<file path="src/hdl/generational_slot_allocator_unit_macros.svh">
// Assertion macros for the generational slot allocator.
// Included by generational_slot_allocator_unit, which checks its own logic; no other dependencies.
`ifndef GENERATIONAL_SLOT_ALLOCATOR_UNIT_MACROS_SVH
`define GENERATIONAL_SLOT_ALLOCATOR_UNIT_MACROS_SVH

`ifndef SYNTHESIS
// expression holds at every clock edge out of reset
`define GSA_ASSERT_ALWAYS(lbl, clk, rstn, expr) \
  lbl: assert property (@(posedge clk) disable iff (!rstn) (expr)) \
    else $error("assertion failed");
// consequent holds in the same cycle as the antecedent
`define GSA_ASSERT_IMPL(lbl, clk, rstn, ante, cons) \
  lbl: assert property (@(posedge clk) disable iff (!rstn) (ante) |-> (cons)) \
    else $error("assertion failed");
// consequent holds in the cycle after the antecedent
`define GSA_ASSERT_NEXT(lbl, clk, rstn, ante, cons) \
  lbl: assert property (@(posedge clk) disable iff (!rstn) (ante) |=> (cons)) \
    else $error("assertion failed");
`else
`define GSA_ASSERT_ALWAYS(lbl, clk, rstn, expr)
`define GSA_ASSERT_IMPL(lbl, clk, rstn, ante, cons)
`define GSA_ASSERT_NEXT(lbl, clk, rstn, ante, cons)
`endif

`endif

</file>
<file path="src/hdl/gsa_ram.sv">
// Generic single-port-write, single-port-read RAM with registered read data.
// Standalone; used for the generation table and the free stack.
`default_nettype none

module gsa_ram #(
  parameter int WIDTH = 16,
  parameter int DEPTH = 256
) (
  input  wire logic                     clk,
  input  wire logic                     we,
  input  wire logic [$clog2(DEPTH)-1:0] waddr,
  input  wire logic [WIDTH-1:0]         wdata,
  input  wire logic                     re,
  input  wire logic [$clog2(DEPTH)-1:0] raddr,
  output      logic [WIDTH-1:0]         rdata
);

  logic [WIDTH-1:0] mem [DEPTH];

  // write port
  always_ff @(posedge clk) begin
    if (we) begin
      mem[waddr] <= wdata;
    end
  end

  // read port, data held while not enabled
  always_ff @(posedge clk) begin
    if (re) begin
      rdata <= mem[raddr];
    end
  end

endmodule

`default_nettype wire

</file>
<file path="config.mk">
export PLATFORM = sky130hd
export DESIGN_NAME = gsa_ram
export DESIGN_NICKNAME = d
export VERILOG_FILES = /design/src/hdl/generational_slot_allocator_unit_macros.svh /design/src/hdl/gsa_ram.sv
export SDC_FILE = /design/constraint.sdc
export NUM_CORES = 2
export LEC_CHECK = 0
export BUFFER_PORTS_ARGS = -buffer_cell sky130_fd_sc_hd__buf_2
export CAP_MARGIN = 20
export CORE_AREA = 2 2 567 569
export CTS_CLUSTER_DIAMETER = 100
export DETAILED_ROUTE_END_ITERATION = 8
export DIE_AREA = 0 0 569 571
export SYNTH_ARGS = -nofsm -noshare
export SYNTH_HDL_FRONTEND = slang
export SYNTH_SLANG_ARGS = --single-unit
</file>
<file path="constraint.sdc">
create_clock -name clk -period 3.3 [get_ports clk]
set_clock_uncertainty 0.05 [all_clocks]
set_input_delay 0.165 -clock clk [delete_from_list [all_inputs] [get_ports clk]]
set_output_delay 0.165 -clock clk [all_outputs]
set_load 0.01 [all_outputs]
</file>
# ---- Yosys cells after proc, flatten, opt, wreduce, memory -nomap -nowiden
# Memory sizes are Yosys's and may differ from the RTL's. A register that Yosys moved wholly into a read port is not among the register bits.
# Cells that the tools add are included.
dict set report totals {
  ramBits 4096
  mem_bits_ro 0
  latch_bits 0
  mem_count 1
  elab_cells 3
  output_inout_bits 16
  ff_bits 0
  inputBits 35
}
dict set report op_classes {
  mul 0
  mux 2
  bitwise_logic 0
  shifts 0
  n_div 0
  eq_ne 0
  n_addsub 0
  reduce_logical 0
  magnitude_cmp 0
}
# name depth width read_ports rd_ports_with_merged_regs wr line_no
set mem_list {}
lappend mem_list {mem 256 16 1 1 1 gsa_ram.sv:18} ;# logic [WIDTH-1:0] mem [DEPTH];
# cell count
set op_table {}
lappend op_table {{two-way mux 1 bit} 2}

# ---- Longest topological paths before layout
dict set report depth {
  word_depth 2
  depth_mapped 12
  depth_no_buf 6
}

# ---- Worst setup path before layout
# OpenSTA, ideal clock, no wires.
dict set report synth_timing {
  kind {in2reg}
  startpoint {in raddr[0]}
  endpoint {reg rdata[4], read port of mem (data pin)}
  t_required_ns 2.985
  setup_time_ns 0.265
  path_slack_ns 0.836
  arrival_ns 2.149
  n_path_buf 3
  stages 8
  path_cell_list {buf_6 -> buf_6 -> buf_2 -> mux4_2 -> mux4_2 -> a22o_1 -> o32ai_2 -> nor4_2}
}
# element line_no
set synth_lines {}
lappend synth_lines {{from (decl)} gsa_ram.sv:14} ;# input wire logic [$clog2(DEPTH)-1:0] raddr,
lappend synth_lines {{to (decl)} gsa_ram.sv:15} ;# output logic [WIDTH-1:0] rdata

==> impl_summary.log <==
INFO  metric post-cts-setup-buffer-count = 0
INFO  metric later_pin_clock_latency_in_the_skew_report = 960 ps
INFO  metric drv_cap = 0
INFO  metric grt_max_degree = 153
INFO  metric max_slew_violation_count = 0
INFO  metric vias_in_the_first_global_route = 80350
INFO  metric syn-cell-area = 158900 um2
INFO  metric synth_flop_cell = edfxtp_1
INFO  metric area_growth_syn_to_layout = 15.27%
INFO  metric critical_path_fanouts_max = 1
INFO  metric ant_nets = 0
INFO  metric worst-setup-path-type = register to register
INFO  metric crit_path_end_kind = register
INFO  metric port_buf_inserts = 50
INFO  metric dr.pass1.iters = 6
INFO  metric floorplan.initialDensity = 49.75%
INFO  metric ys.warnings.count = 0
INFO  metric routed_wl = 431.7 mm
INFO  metric worst-slew-pin-transition = 1155 ps
INFO  metric comb_power_share = 5.4%
INFO  metric detail_route.drc_violations = 0
INFO  metric vdd_drop_max = 472.0 uV
INFO  metric num-fill-cells = 23090
INFO  metric area.sequential = 123500 um2
INFO  metric clock_tree.htree_level_count = 5
INFO  metric drive_above_1_share = 28.38%
INFO  metric total_power = 109200 uW
INFO  metric die_h = 571 um
INFO  metric setup_ws = 121.6 ps
INFO  metric holdCritPathClass = input pin to register
INFO  metric achievable-frequency = 0.3146 GHz
INFO  metric design.die.area = 324900 um2
INFO  metric worst_ep_required_time = 3950 ps
INFO  metric final_min_period_over_clock_period = 96.32%
INFO  metric routed-via-count = 80870
INFO  metric crit_path_start_kind = register
INFO  metric clockBufferDepth = 4
INFO  metric place_hpwl = 264.9 mm
INFO  metric power.leakage = 0.05889 uW
INFO  metric gr-usage-all-layers = 26.48%
INFO  metric synth.net_count = 7395
INFO  metric weighted_congestion_at_the_end_of_routability_driven_global_placement = 0.8843
INFO  metric ios = 51
INFO  metric synth_seq_cells = 4112
INFO  metric floorplan.rows = 208
INFO  metric synth-async-reset-ratio = 0%
INFO  metric yosysUniqueCellTypes = 51
INFO  metric power.sequential.fraction = 52.8%
INFO  metric worst_path_arrival_time = 3830 ps
INFO  metric setup_viol = 0
INFO  metric dpl_worst_slack = -418.4 ps
INFO  metric syn_inst = 7360
INFO  metric finalCriticalPeriod = 3178 ps
INFO  metric run_status = complete, no violations
INFO  metric reported_net_switching_power = 23480 uW
INFO  metric timing.slew.headroom = 22.98%
INFO  metric fin_tns_setup = 0 ps
INFO  metric hold_ws = 150.3 ps
INFO  metric synth_edf_count = 4112
INFO  metric average_via_count_per_standard_cell = 6.347
INFO  metric cts_num_sinks = 4112
INFO  metric grt_pass1_wl = 609.8 mm
INFO  metric sw_frac_of_total = 21.50%
INFO  metric rsz0062_at_grt = no
INFO  metric post_drt_wl_per_cell = 33.88 um
INFO  metric synth-seq-area-share = 77.72%
INFO  metric globalRoute.totalOverflow = 0
INFO  metric synth_area_per_cell = 21.59 um2
INFO  metric tritoncts_clock_tree = built
INFO  metric p_clk_share = 41.8%
INFO  metric die_width = 569 um
INFO  metric initial_antenna_violation_count = 23
INFO  metric core_area = 319300 um2
INFO  metric multi_input_comb_area = 33070 um2
INFO  metric path_clk_slew = 60 ps
INFO  metric tritoncts.num_buffers = 417
INFO  metric power_density = 596.3 nW/um2
INFO  metric first_iter_violations = 11140
INFO  metric timing.final.hold_violations = 0
INFO  metric internal_power = 85730 uW
INFO  metric nNetsFinal = 8226
INFO  metric cts_root_buffer = clkbuf_16
-- placed cells by master (no fill, tap or decap), drive strengths merged, types with 2 or more instances in the layout --
master	synthesis	final
clkinvlp	0	8
mux2i	565	565
a31oi	6	6
nor4	18	18
nand2b	3	3
mux2	88	88
nor2	304	304
clkbuf	230	520
a21o	2	2
o21ai	38	38
nor2b	9	9
and3	11	11
nand4	26	26
buf	222	836
a22oi	43	43
a22o	32	32
nand4b	3	3
nand3	35	35
clkinv	0	188
edfxtp	4112	4112
o31ai	16	16
dlygate4sd3	0	27
nor3	92	92
bufinv	0	31
nand2	38	38
a21oi	175	175
inv	4	16
o221ai	253	253
mux4	797	797
o22ai	148	148
or3	2	2
a221oi	28	28
a2111oi	6	6
nor4bb	2	2
o32ai	21	21
and4	2	2
or2	5	5
diode	0	12
a211oi	18	18
and2	2	2
-- registers in the layout (all words and copies together), names as in the netlist --
signal  flops
rdata      16
mem      4096
-- layer usage --
metal	vias to the layer above	wire (um)	track usage (%)
met5	-	12	0
met4	2	14470	8.264
met3	654	39570	4.614
met2	3892	203500	41.61
met1	43300	174200	38.16
li1	33030	-	-
-- layout make-up --
cell class / count / area share, %
Sequential cell: 4112 / 67.43
Inverter: 4 / 0.01503
Antenna cell: 12 / 0.01640
Timing Repair Buffer: 864 / 4.461
Multi-Input combinational cell: 2792 / 18.06
Tap cell: 4200 / 2.870
Clock inverter: 239 / 1.166
Clock buffer: 519 / 5.988
-- Yosys cell counts, drive strengths merged, types with 21 or more instances --
| library cell | number | area, um2 |
|---|---|---|
| edfxtp | 4112 | 123500 |
| mux4 | 797 | 17950 |
| mux2i | 565 | 5655 |
| nor2 | 304 | 1141 |
| o221ai | 253 | 2222 |
| clkbuf | 230 | 863.3 |
| buf | 222 | 1809 |
| a21oi | 175 | 875.8 |
| o22ai | 148 | 925.9 |
| nor3 | 92 | 460.4 |
| mux2 | 88 | 991.0 |
| a22oi | 43 | 322.8 |
| nand2 | 38 | 142.6 |
| o21ai | 38 | 190.2 |
| nand3 | 35 | 175.2 |
| a22o | 32 | 280.3 |
| a221oi | 28 | 245.2 |
| nand4 | 26 | 162.7 |
| o32ai | 21 | 191.4 |
-- worst paths after layout --
| kind | from | to | slack (ps) | cells after the start |
|---|---|---|---|---|
| setup reg to reg | mem[11][13] | rdata[13] | 120 | 8 |
| hold reg to reg | mem[96][7] | rdata[7] | 1100 | 6 |
| hold / removal | waddr[4] | mem[122][13] | 150 | 4 |
| setup / recovery | mem[11][13] | rdata[13] | 120 | 8 |
-- critical path, stage by stage, from the launching register on --
cell and delay, ps:
edfxtp_1 360, mux4_2 480, mux2_2 300, a22oi_1 560
buf_4 220, nand2_1 70, o32ai_1 570, buf_4 260
nor4_1 60
-- power by group through the flow --
stage | Sequential [uW] | Combinational, uW | Clock, uW
2_1_floorplan | 58800 | 2840 | 0
3_3_place_gp | 58800 | 5750 | 0
3_5_place_dp | 58800 | 5840 | 0
4_1_cts | 57700 | 5880 | 46300
5_1_grt | 57600 | 6120 | 48400
6_report | 57700 | 5880 | 45700
-- timing repair --
| item | 4_1_cts | 5_1_grt |
|---|---|---|
| endpoints found under the hold margin | 3031 | 0 |
| hold buffers | 27 | 0 |
| resized for setup | 0 | 0 |
-- kinds of logic (layout without fill, tap and decap cells) --
group	count (synthesis)	in the layout	share of synthesized area, %
AOI/OAI and AO/OA	786	786	3.534
buffers and inverters	456	1626	1.692
DFF	4112	4112	77.72
muxes	1450	1450	15.48
other	0	12	0
and+or+nand+nor	556	556	1.573
-- per-stage QoR --
step / instances / util, % / cell area [um2]
2_1_floorplan: 7360 / - / 158900
3_3_place_gp: 11940 / 53.15 / 169700
3_5_place_dp: 11940 / 53.15 / 169700
4_1_cts: 12730 / 57.33 / 183100
5_1_grt: 12730 / 57.34 / 183100
6_report: 12740 / 57.35 / 183100
(Power assumes the default switching activity.)
